## config.mk

```make
export PLATFORM = sky130hd
export DESIGN_NAME = rs485_frame_receiver_top_flat
export DESIGN_NICKNAME = d
export VERILOG_FILES = /design/src/rtl/rs485fr_pkg.sv /design/src/rtl/rs485fr_if.sv /design/src/rtl/rs485_frame_receiver_top.sv /design/src/flat_wrapper.sv
export VERILOG_INCLUDE_DIRS = /design/src /design/src/rtl
export SDC_FILE = /design/constraint.sdc
export NUM_CORES = 1
export LEC_CHECK = 0
export BUFFER_PORTS_ARGS = -buffer_cell sky130_fd_sc_hd__buf_2
export CORE_MARGIN = 4
export CORE_UTILIZATION = 32
export CTS_BUF_LIST = sky130_fd_sc_hd__clkbuf_2 sky130_fd_sc_hd__clkbuf_4 sky130_fd_sc_hd__clkbuf_8
export DETAILED_ROUTE_END_ITERATION = 6
export PLACE_DENSITY = 0.57
export RECOVER_POWER = 50
export SKIP_LAST_GASP = 1
export SLEW_MARGIN = 20
export SYNTH_ARGS = -nofsm -noshare
export SYNTH_HDL_FRONTEND = slang
export SYNTH_SLANG_ARGS = --single-unit
```

## constraint.sdc

```tcl
create_clock -name i_clk -period 6.9 [get_ports i_clk]
set_input_delay 0.69 -clock i_clk [delete_from_list [all_inputs] [get_ports i_clk]]
set_output_delay 0.69 -clock i_clk [all_outputs]
set_load 0.01 [all_outputs]
```

## src/rtl/rs485_frame_receiver_top_assert.svh

```systemverilog
// Assertion macros shared by the frame receiver RTL.
`ifndef RS485_FRAME_RECEIVER_TOP_ASSERT_SVH
`define RS485_FRAME_RECEIVER_TOP_ASSERT_SVH

// Check that a condition holds on every clock outside reset.
`define RS485FR_ASSERT_ALWAYS(label, cond, msg) \
    label: assert property (@(posedge i_clk) disable iff (!i_rst_n) (cond)) \
        else $error(msg);

// Check that the consequent holds in the same cycle as the antecedent.
`define RS485FR_ASSERT_SAME(label, ante, cons, msg) \
    label: assert property (@(posedge i_clk) disable iff (!i_rst_n) (ante) |-> (cons)) \
        else $error(msg);

// Check that the consequent holds in the cycle after the antecedent.
`define RS485FR_ASSERT_NEXT(label, ante, cons, msg) \
    label: assert property (@(posedge i_clk) disable iff (!i_rst_n) (ante) |=> (cons)) \
        else $error(msg);

`endif

```

## src/rtl/rs485fr_pkg.sv

```systemverilog
// Constants and codes of the frame receiver.
`default_nettype none
package rs485fr_pkg;

    localparam int ByteW   = 8;
    localparam int GapW    = 16;
    localparam int PosW    = 9;
    localparam int CfgIdxW = 2;

    localparam logic [ByteW-1:0] HeaderByte    = 8'hF5;
    localparam logic [ByteW-1:0] BroadcastAddr = 8'hFF;
    localparam logic [ByteW-1:0] QueryCmd      = 8'h01;

    localparam logic [ByteW-1:0] OwnAddrReset  = 8'd1;
    localparam logic [GapW-1:0]  GapTicksReset = 16'd200;
    localparam logic [GapW-1:0]  IdleMax       = 16'hFFFF;

    localparam logic [PosW-1:0] PosHeader  = 9'd0;
    localparam logic [PosW-1:0] PosAddress = 9'd1;
    localparam logic [PosW-1:0] PosCommand = 9'd2;
    localparam logic [PosW-1:0] PosLength  = 9'd3;
    localparam logic [PosW-1:0] PosPayload = 9'd4;
    localparam logic [PosW-1:0] PosMax     = 9'd259;

    localparam logic OpByte = 1'b0;
    localparam logic OpTick = 1'b1;

    localparam logic [CfgIdxW-1:0] CfgOwnAddress = 2'd0;
    localparam logic [CfgIdxW-1:0] CfgGapTicks   = 2'd1;

endpackage
`default_nettype wire

```

## src/rtl/rs485fr_if.sv

```systemverilog
// Valid/ready channel interfaces of the frame receiver.
`default_nettype none
interface rs485fr_in_if;
    logic                            valid;
    logic                            ready;
    logic                            op;
    logic [rs485fr_pkg::ByteW-1:0]   rx_byte;

    modport source (output valid, output op, output rx_byte, input ready);
    modport sink   (input valid, input op, input rx_byte, output ready);
endinterface

interface rs485fr_out_if;
    logic                            valid;
    logic                            ready;
    logic [rs485fr_pkg::ByteW-1:0]   command;
    logic                            is_query;
    logic                            broadcast;
    logic [rs485fr_pkg::ByteW-1:0]   payload_length;

    modport source (output valid, output command, output is_query, output broadcast,
                    output payload_length, input ready);
    modport sink   (input valid, input command, input is_query, input broadcast,
                    input payload_length, output ready);
endinterface

interface rs485fr_cfg_if;
    logic                             valid;
    logic                             ready;
    logic [rs485fr_pkg::CfgIdxW-1:0]  index;
    logic [rs485fr_pkg::GapW-1:0]     data;

    modport source (output valid, output index, output data, input ready);
    modport sink   (input valid, input index, input data, output ready);
endinterface
`default_nettype wire

```

## src/rtl/rs485_frame_receiver_top.sv

```systemverilog
// Frame receiver: header/address check, length walk and additive checksum over payload bytes.
//
// Input channel i_in carries one beat per received byte (op 0) or per time tick (op 1).
// Output channel o_out carries one beat per frame whose checksum matched: command,
// query flag, broadcast flag and payload length. Bad frames give no beat.
// Configuration channel i_cfg writes own_address (index 0) or gap_ticks (index 1); it is
// always ready. The user must use it only while the receiver is idle (not enforced).
// Path: an input beat waits in the input register, the parser updates combinationally and
// a result is written to the output register, where it stays valid until o_out takes it.
// Throughput: one beat per cycle while the output register is not stalled, set by the
// combinational parser update between the input register and the output register.
// Reset: frame search restarts at the header, idle counter saturates, own_address
// returns to 1 and gap_ticks to 200.
// Stall: while a result waits in the output register and o_out.ready is low the
// parser holds; one more beat waits in the input register, then i_in.ready drops.
`default_nettype none
`include "rs485_frame_receiver_top_assert.svh"
module rs485_frame_receiver_top (
    input  wire logic           i_clk,
    input  wire logic           i_rst_n,
    rs485fr_in_if.sink          i_in,
    rs485fr_cfg_if.sink         i_cfg,
    rs485fr_out_if.source       o_out
);
    import rs485fr_pkg::*;

    logic               r_in_valid;
    logic               r_in_op;
    logic [ByteW-1:0]   r_in_byte;

    logic [ByteW-1:0]   r_own_address;
    logic [GapW-1:0]    r_gap_ticks;

    logic [PosW-1:0]    r_pos,        n_pos;
    logic [ByteW-1:0]   r_length,     n_length;
    logic [ByteW-1:0]   r_sum,        n_sum;
    logic [ByteW-1:0]   r_command,    n_command;
    logic               r_broadcast,  n_broadcast;
    logic [GapW-1:0]    r_idle,       n_idle;

    logic               r_out_valid;
    logic [ByteW-1:0]   r_out_command;
    logic               r_out_is_query;
    logic               r_out_broadcast;
    logic [ByteW-1:0]   r_out_length;

    logic               w_adv;
    logic               w_fire;
    logic               w_result;
    logic [PosW-1:0]    w_pos;
    logic [PosW-1:0]    w_check_pos;

    assign w_adv       = !r_out_valid || o_out.ready;
    assign w_fire      = r_in_valid && w_adv;
    assign i_in.ready  = !r_in_valid || w_adv;
    assign i_cfg.ready = 1'b1;
    assign w_pos       = (r_idle > r_gap_ticks) ? PosHeader : r_pos;
    assign w_check_pos = PosPayload + {1'b0, r_length};

    always_comb begin
        n_pos       = r_pos;
        n_length    = r_length;
        n_sum       = r_sum;
        n_command   = r_command;
        n_broadcast = r_broadcast;
        n_idle      = r_idle;
        w_result    = 1'b0;
        if (r_in_op == OpTick) begin
            if (r_idle != IdleMax) begin
                n_idle = r_idle + 1'b1;
            end
        end else begin
            n_idle = '0;
            if (w_pos == PosHeader) begin
                n_pos = (r_in_byte == HeaderByte) ? PosAddress : PosHeader;
                n_sum = '0;
            end else if (w_pos == PosAddress) begin
                if (r_in_byte == r_own_address || r_in_byte == BroadcastAddr) begin
                    n_broadcast = (r_in_byte == BroadcastAddr);
                    n_pos       = PosCommand;
                end else begin
                    n_pos = PosHeader;
                end
            end else if (w_pos == PosCommand) begin
                n_command = r_in_byte;
                n_pos     = PosLength;
            end else if (w_pos == PosLength) begin
                n_length = r_in_byte;
                n_sum    = '0;
                n_pos    = PosPayload;
            end else if (w_pos >= w_check_pos) begin
                w_result = (r_in_byte == r_sum);
                n_pos    = PosHeader;
                n_length = '0;
                n_sum    = '0;
            end else begin
                n_sum = r_sum + r_in_byte;
                n_pos = w_pos + 1'b1;
            end
        end
    end

    always_ff @(posedge i_clk) begin
        if (!i_rst_n) begin
            r_in_valid <= 1'b0;
        end else if (i_in.ready) begin
            r_in_valid <= i_in.valid;
        end
        if (i_in.ready) begin
            r_in_op   <= i_in.op;
            r_in_byte <= i_in.rx_byte;
        end
    end

    always_ff @(posedge i_clk) begin
        if (!i_rst_n) begin
            r_own_address <= OwnAddrReset;
            r_gap_ticks   <= GapTicksReset;
        end else if (i_cfg.valid) begin
            unique case (i_cfg.index)
                CfgOwnAddress: r_own_address <= i_cfg.data[ByteW-1:0];
                CfgGapTicks:   r_gap_ticks   <= i_cfg.data;
                default: begin
                end
            endcase
        end
    end

    always_ff @(posedge i_clk) begin
        if (!i_rst_n) begin
            r_pos       <= PosHeader;
            r_length    <= '0;
            r_sum       <= '0;
            r_command   <= '0;
            r_broadcast <= 1'b0;
            r_idle      <= IdleMax;
        end else if (w_fire) begin
            r_pos       <= n_pos;
            r_length    <= n_length;
            r_sum       <= n_sum;
            r_command   <= n_command;
            r_broadcast <= n_broadcast;
            r_idle      <= n_idle;
        end
    end

    always_ff @(posedge i_clk) begin
        if (!i_rst_n) begin
            r_out_valid <= 1'b0;
        end else if (w_adv) begin
            r_out_valid <= w_fire && w_result;
        end
        if (w_fire && w_result) begin
            r_out_command   <= r_command;
            r_out_is_query  <= (r_command == QueryCmd);
            r_out_broadcast <= r_broadcast;
            r_out_length    <= r_length;
        end
    end

    assign o_out.valid          = r_out_valid;
    assign o_out.command        = r_out_command;
    assign o_out.is_query       = r_out_is_query;
    assign o_out.broadcast      = r_out_broadcast;
    assign o_out.payload_length = r_out_length;

    `RS485FR_ASSERT_ALWAYS(a_pos_range, r_pos <= PosMax, "frame position out of range")
    `RS485FR_ASSERT_NEXT(a_no_spurious_result, !r_out_valid && !w_fire, !r_out_valid,
        "result appeared without a processed beat")
    `RS485FR_ASSERT_NEXT(a_tick_counts, w_fire && r_in_op == OpTick, r_idle != '0,
        "tick left idle counter at zero")
    `RS485FR_ASSERT_SAME(a_query_flag, r_out_valid,
        r_out_is_query == (r_out_command == QueryCmd), "query flag disagrees with command")

endmodule
`default_nettype wire

```

## src/flat_wrapper.sv

```systemverilog
// flat-port wrapper written by rule: the top's interface ports become plain ports
module rs485_frame_receiver_top_flat import rs485fr_pkg::*;
  (i_clk, i_rst_n, i_in_valid, i_in_op, i_in_rx_byte, i_in_ready, i_cfg_valid, i_cfg_index, i_cfg_data, i_cfg_ready, o_out_valid, o_out_command, o_out_is_query, o_out_broadcast, o_out_payload_length, o_out_ready);
  rs485fr_in_if i_in_i ();
  rs485fr_cfg_if i_cfg_i ();
  rs485fr_out_if o_out_i ();
  input  wire logic i_clk;
  input  wire logic i_rst_n;
  input wire logic [$bits(i_in_i.valid)-1:0] i_in_valid;
  input wire logic [$bits(i_in_i.op)-1:0] i_in_op;
  input wire logic [$bits(i_in_i.rx_byte)-1:0] i_in_rx_byte;
  output wire logic [$bits(i_in_i.ready)-1:0] i_in_ready;
  input wire logic [$bits(i_cfg_i.valid)-1:0] i_cfg_valid;
  input wire logic [$bits(i_cfg_i.index)-1:0] i_cfg_index;
  input wire logic [$bits(i_cfg_i.data)-1:0] i_cfg_data;
  output wire logic [$bits(i_cfg_i.ready)-1:0] i_cfg_ready;
  output wire logic [$bits(o_out_i.valid)-1:0] o_out_valid;
  output wire logic [$bits(o_out_i.command)-1:0] o_out_command;
  output wire logic [$bits(o_out_i.is_query)-1:0] o_out_is_query;
  output wire logic [$bits(o_out_i.broadcast)-1:0] o_out_broadcast;
  output wire logic [$bits(o_out_i.payload_length)-1:0] o_out_payload_length;
  input wire logic [$bits(o_out_i.ready)-1:0] o_out_ready;
  assign i_in_i.valid = i_in_valid;
  assign i_in_i.op = i_in_op;
  assign i_in_i.rx_byte = i_in_rx_byte;
  assign i_in_ready = i_in_i.ready;
  assign i_cfg_i.valid = i_cfg_valid;
  assign i_cfg_i.index = i_cfg_index;
  assign i_cfg_i.data = i_cfg_data;
  assign i_cfg_ready = i_cfg_i.ready;
  assign o_out_valid = o_out_i.valid;
  assign o_out_command = o_out_i.command;
  assign o_out_is_query = o_out_i.is_query;
  assign o_out_broadcast = o_out_i.broadcast;
  assign o_out_payload_length = o_out_i.payload_length;
  assign o_out_i.ready = o_out_ready;
  rs485_frame_receiver_top u_core (.i_clk(i_clk), .i_rst_n(i_rst_n), .i_in(i_in_i), .i_cfg(i_cfg_i), .o_out(o_out_i));
endmodule
```

==> metrics.md <==
| Metric | Value |
|---|---|
| Status | `finished, violations left` |
| Failing checks | `capacitance limit, slew limit` |
| Initial antenna violation count | `0` |
| Num ports | `53` |
| Area growth from synthesis to layout | `12.4%` |
| Most common cell in the netlist | `dfxtp_1` |
| Top FF cell, synth | `dfxtp_1` |
| Number of distinct library cells after synthesis | `just under 70` |
| Routed Antenna Nets | `0` |
| Synth Net Count | `623` |
| RSZ-0062 raised after global routing | `false` |
| Clock skew | `roughly 0.014 ns` |
| Clock-pin slew on the worst setup and hold paths | `approximately 0.11 ns` |
| Area share of the largest cell type after synthesis | `between 20 and 30%` |
| Root Buffer | `clkbuf_8` |
| CTS sink count | `between 100 and 150` |
| Setup bufs post-CTS | `0` |
| Sequential area share after synthesis | `about 44%` |
| Max-slew violation count | `36` |
| Worst endpoint required time | `a little over 7 ns` |
| Via Count | `4173` |
| Post-Synthesis Cells | `between 500 and 600` |
| Fmax | `about 230 MHz` |
| Kind of critical path | `register to register` |
| Layout cells sized above 1 | `between 10% and 20%` |
| Area leader, netlist | `dfxtp_1` |
| FILL cells | `roughly 1600` |
| Routability cong. | `approximately 0.90` |
| Synth top cells by count | `dfxtp_1 (76), nand2_1 (57), nor2_1 (51), ha_1 (38), a21oi_1 (30)` |
| Synthesized area per cell | `approximately 9.6 sq um` |
| Post-CTS Hold Fix Bufs | `0` |
| FFs w/ async S/R, synth | `0%` |
| First-pass GRT wire length | `approximately 21000 microns` |
| DRT Pass-1 Iters | `4` |
| Vias in the first global route | `between 4000 and 5000` |
| Cell Area, Synth | `approximately 5300 sq um` |
| Total global-route track usage | `between 10 and 15%` |
| Insertion delay to the later sink of the worst-skew pair | `approximately 0.4 ns` |
| Worst reg-to-reg path cell count | `14` |
| Int Power | `831 uW` |
| Aggregate global routing overflow | `0` |
| DR WL/cell | `15.1 microns` |
| Number of placement rows | `46` |
| # nets final | `670` |
| Num CTS Buffers | `9` |
| Power share of the combinational group | `10.5%` |
| Maximum clock path buffer count | `2` |
| WHS | `0.463 ns` |
| Post-CTS resize count | `0` |
| Maxcap violations | `1` |
| HPWL after DPL | `approximately 9000 microns` |
| Vias per inst | `5.09` |
| Fin crit period | `~4.4 ns` |
| Pwr Density | `~200 nW/um^2` |
| Die footprint | `18600 sq um` |
| NetSw | `334 uW` |
| Total negative slack | `0 ns` |
| Initial Utilization | `around a third` |
| Post-Route WL | `between 10000 and 15000 microns` |
| CP Capture Type | `register` |
| Worst Setup Start Kind | `register` |
| Setup Viol. Count Final | `0` |
| Diodes inserted | `0` |
| Sequential share of power | `56.6%` |
| Main area contributors after synthesis | `dfxtp_1 (29%), edfxtp_1 (15%), ha_1 (9.0%), xnor2_1 (4.2%), nand2_1 (4.1%)` |
| Slew headroom | `-2.74%` |
| Sw Ratio | `between 20 and 30%` |
| CP arrival | `4.70 ns` |
| Flops & latches, synth | `around 100` |
| Fin crit share | `between 60% and 70%` |
| Warnings, synthesis | `0` |
| Core area | `about 16000 sq um` |
| Die Wd | `between 100 and 150 microns` |
| # H-tree levels | `3` |
| Leak | `approximately 0.0022 uW` |
| WHS Path Cells | `2` |
| DRC errors left | `0` |
| PortBufs | `between 50 and 60` |
| Clock share of power | `between 30% and 40%` |
| Largest net degree at the start of global routing | `36` |
| Peak VDD IR | `between 0.0001 and 0.00015 V` |
| CTS tree | `built` |
| Iter 0 DRT Violations | `~220` |
| Worst-Margin Slew | `around 1.5 ns` |
| Hold Fails Final Rpt | `0` |
| Hold WC Path Type | `register to register` |
| Post-synth EDFFs | `27` |
| Die height | `roughly 140 microns` |
| Maximum fanout along the worst path | `12` |
## per-stage QoR
stage	power, uW	util [%]	setup WS, ns	std cells	area (sq um)
5_1_grt	1220	37.0	2.15	820	5930
4_1_cts	1170	37.2	2.55	820	5960
3_3_place_gp	792	36.0	2.73	804	5760
2_1_floorplan	757	-	1.29	552	5270
6_report	1160	37.0	2.50	820	5930
3_5_place_dp	796	36.0	2.61	804	5760
## flip-flops by register name (all words and copies together) (netlist names), 8 cells and up
name,count
u_core.o_out.command,8
u_core.o_out.payload_length,8
u_core.r_command,8
u_core.r_gap_ticks,16
u_core.r_idle,16
u_core.r_in_byte,8
u_core.r_length,8
u_core.r_own_address,8
u_core.r_pos,9
u_core.r_sum,8
## path summary, 6_finish.rpt
kind              slack, ns              startpoint                      to
setup / recovery       2.50        u_core.r_idle[9]         u_core.r_pos[5]
hold / removal         0.46  u_core.r_gap_ticks[13]  u_core.r_gap_ticks[13]
setup reg to reg       2.50        u_core.r_idle[9]         u_core.r_pos[5]
hold reg to reg        0.46  u_core.r_gap_ticks[13]  u_core.r_gap_ticks[13]
## per-layer routing
layer | vias to the layer above | global-route usage [%] | share of wire (%) | wire length [microns]
met5 | - | 0 | 0 | 0
met4 | 0 | 5.21 | 1.5 | 191
met3 | 10 | 2.55 | 4.6 | 574
met2 | 112 | 22.5 | 46 | 5700
met1 | 1970 | 18.4 | 48 | 5900
li1 | 2081 | - | - | -
## power by group through the flow
stage | clock, uW | combinational, uW | sequential (uW)
2_1_floorplan | 0 | 92.8 | 664
3_3_place_gp | 0 | 120 | 672
3_5_place_dp | 0 | 123 | 673
4_1_cts | 392 | 124 | 659
5_1_grt | 415 | 141 | 662
6_report | 382 | 123 | 659
## critical path: stages (launching register included)
cell	delay (ns)
dfxtp_1	0.44
ha_1	0.28
nand4_1	0.22
nor2_1	0.07
o2bb2ai_1	0.21
o41a_1	0.63
nor2b_1	0.39
inv_1	0.12
ha_1	0.27
or3_1	0.43
nor2_1	0.11
inv_1	0.12
a211oi_2	0.50
nand3_1	0.19
o31ai_1	0.32
## layout make-up
| class | count | area (sq um) | share of cell area, % |
|---|---|---|---|
| tap | 216 | 270 | 4.56 |
| sequential | 103 | 2330 | 39.3 |
| clock inverter | 7 | 75.1 | 1.27 |
| inverter | 29 | 109 | 1.84 |
| timing repair buffer | 55 | 255 | 4.31 |
| clock buffer | 9 | 124 | 2.09 |
| multi-input combinational | 401 | 2760 | 46.6 |
## cells by family (layout without fill, tap and decap cells)
group	Yosys count	count (layout)	share of synthesized area, %
compound gates	117	117	16.0
xor+xnor	33	33	5.48
fa+ha+maj	39	39	9.40
buf+inv	48	100	3.51
flops	103	103	44.2
mux	16	16	3.04
other cells	1	1	0.0711
simple gates	195	195	18.3
## layout by cell type (no fill, tap or decap), types with 6 or more instances in the layout
master	synthesis	layout
a21oi_1	30	30
a22oi_1	8	8
and3_1	10	10
buf_2	1	30
clkbuf_1	15	22
clkbuf_8	0	9
dfxtp_1	76	76
edfxtp_1	27	27
ha_1	38	38
inv_1	28	28
mux2i_1	16	16
nand2_1	57	57
nand3_1	22	22
nand4_1	10	10
nor2_1	51	51
nor2b_1	9	9
nor3_1	7	7
o211ai_1	6	6
o21ai_0	27	27
xnor2_1	25	25
xor2_1	8	8
Note: power is estimated with default switching activity, not from simulation.
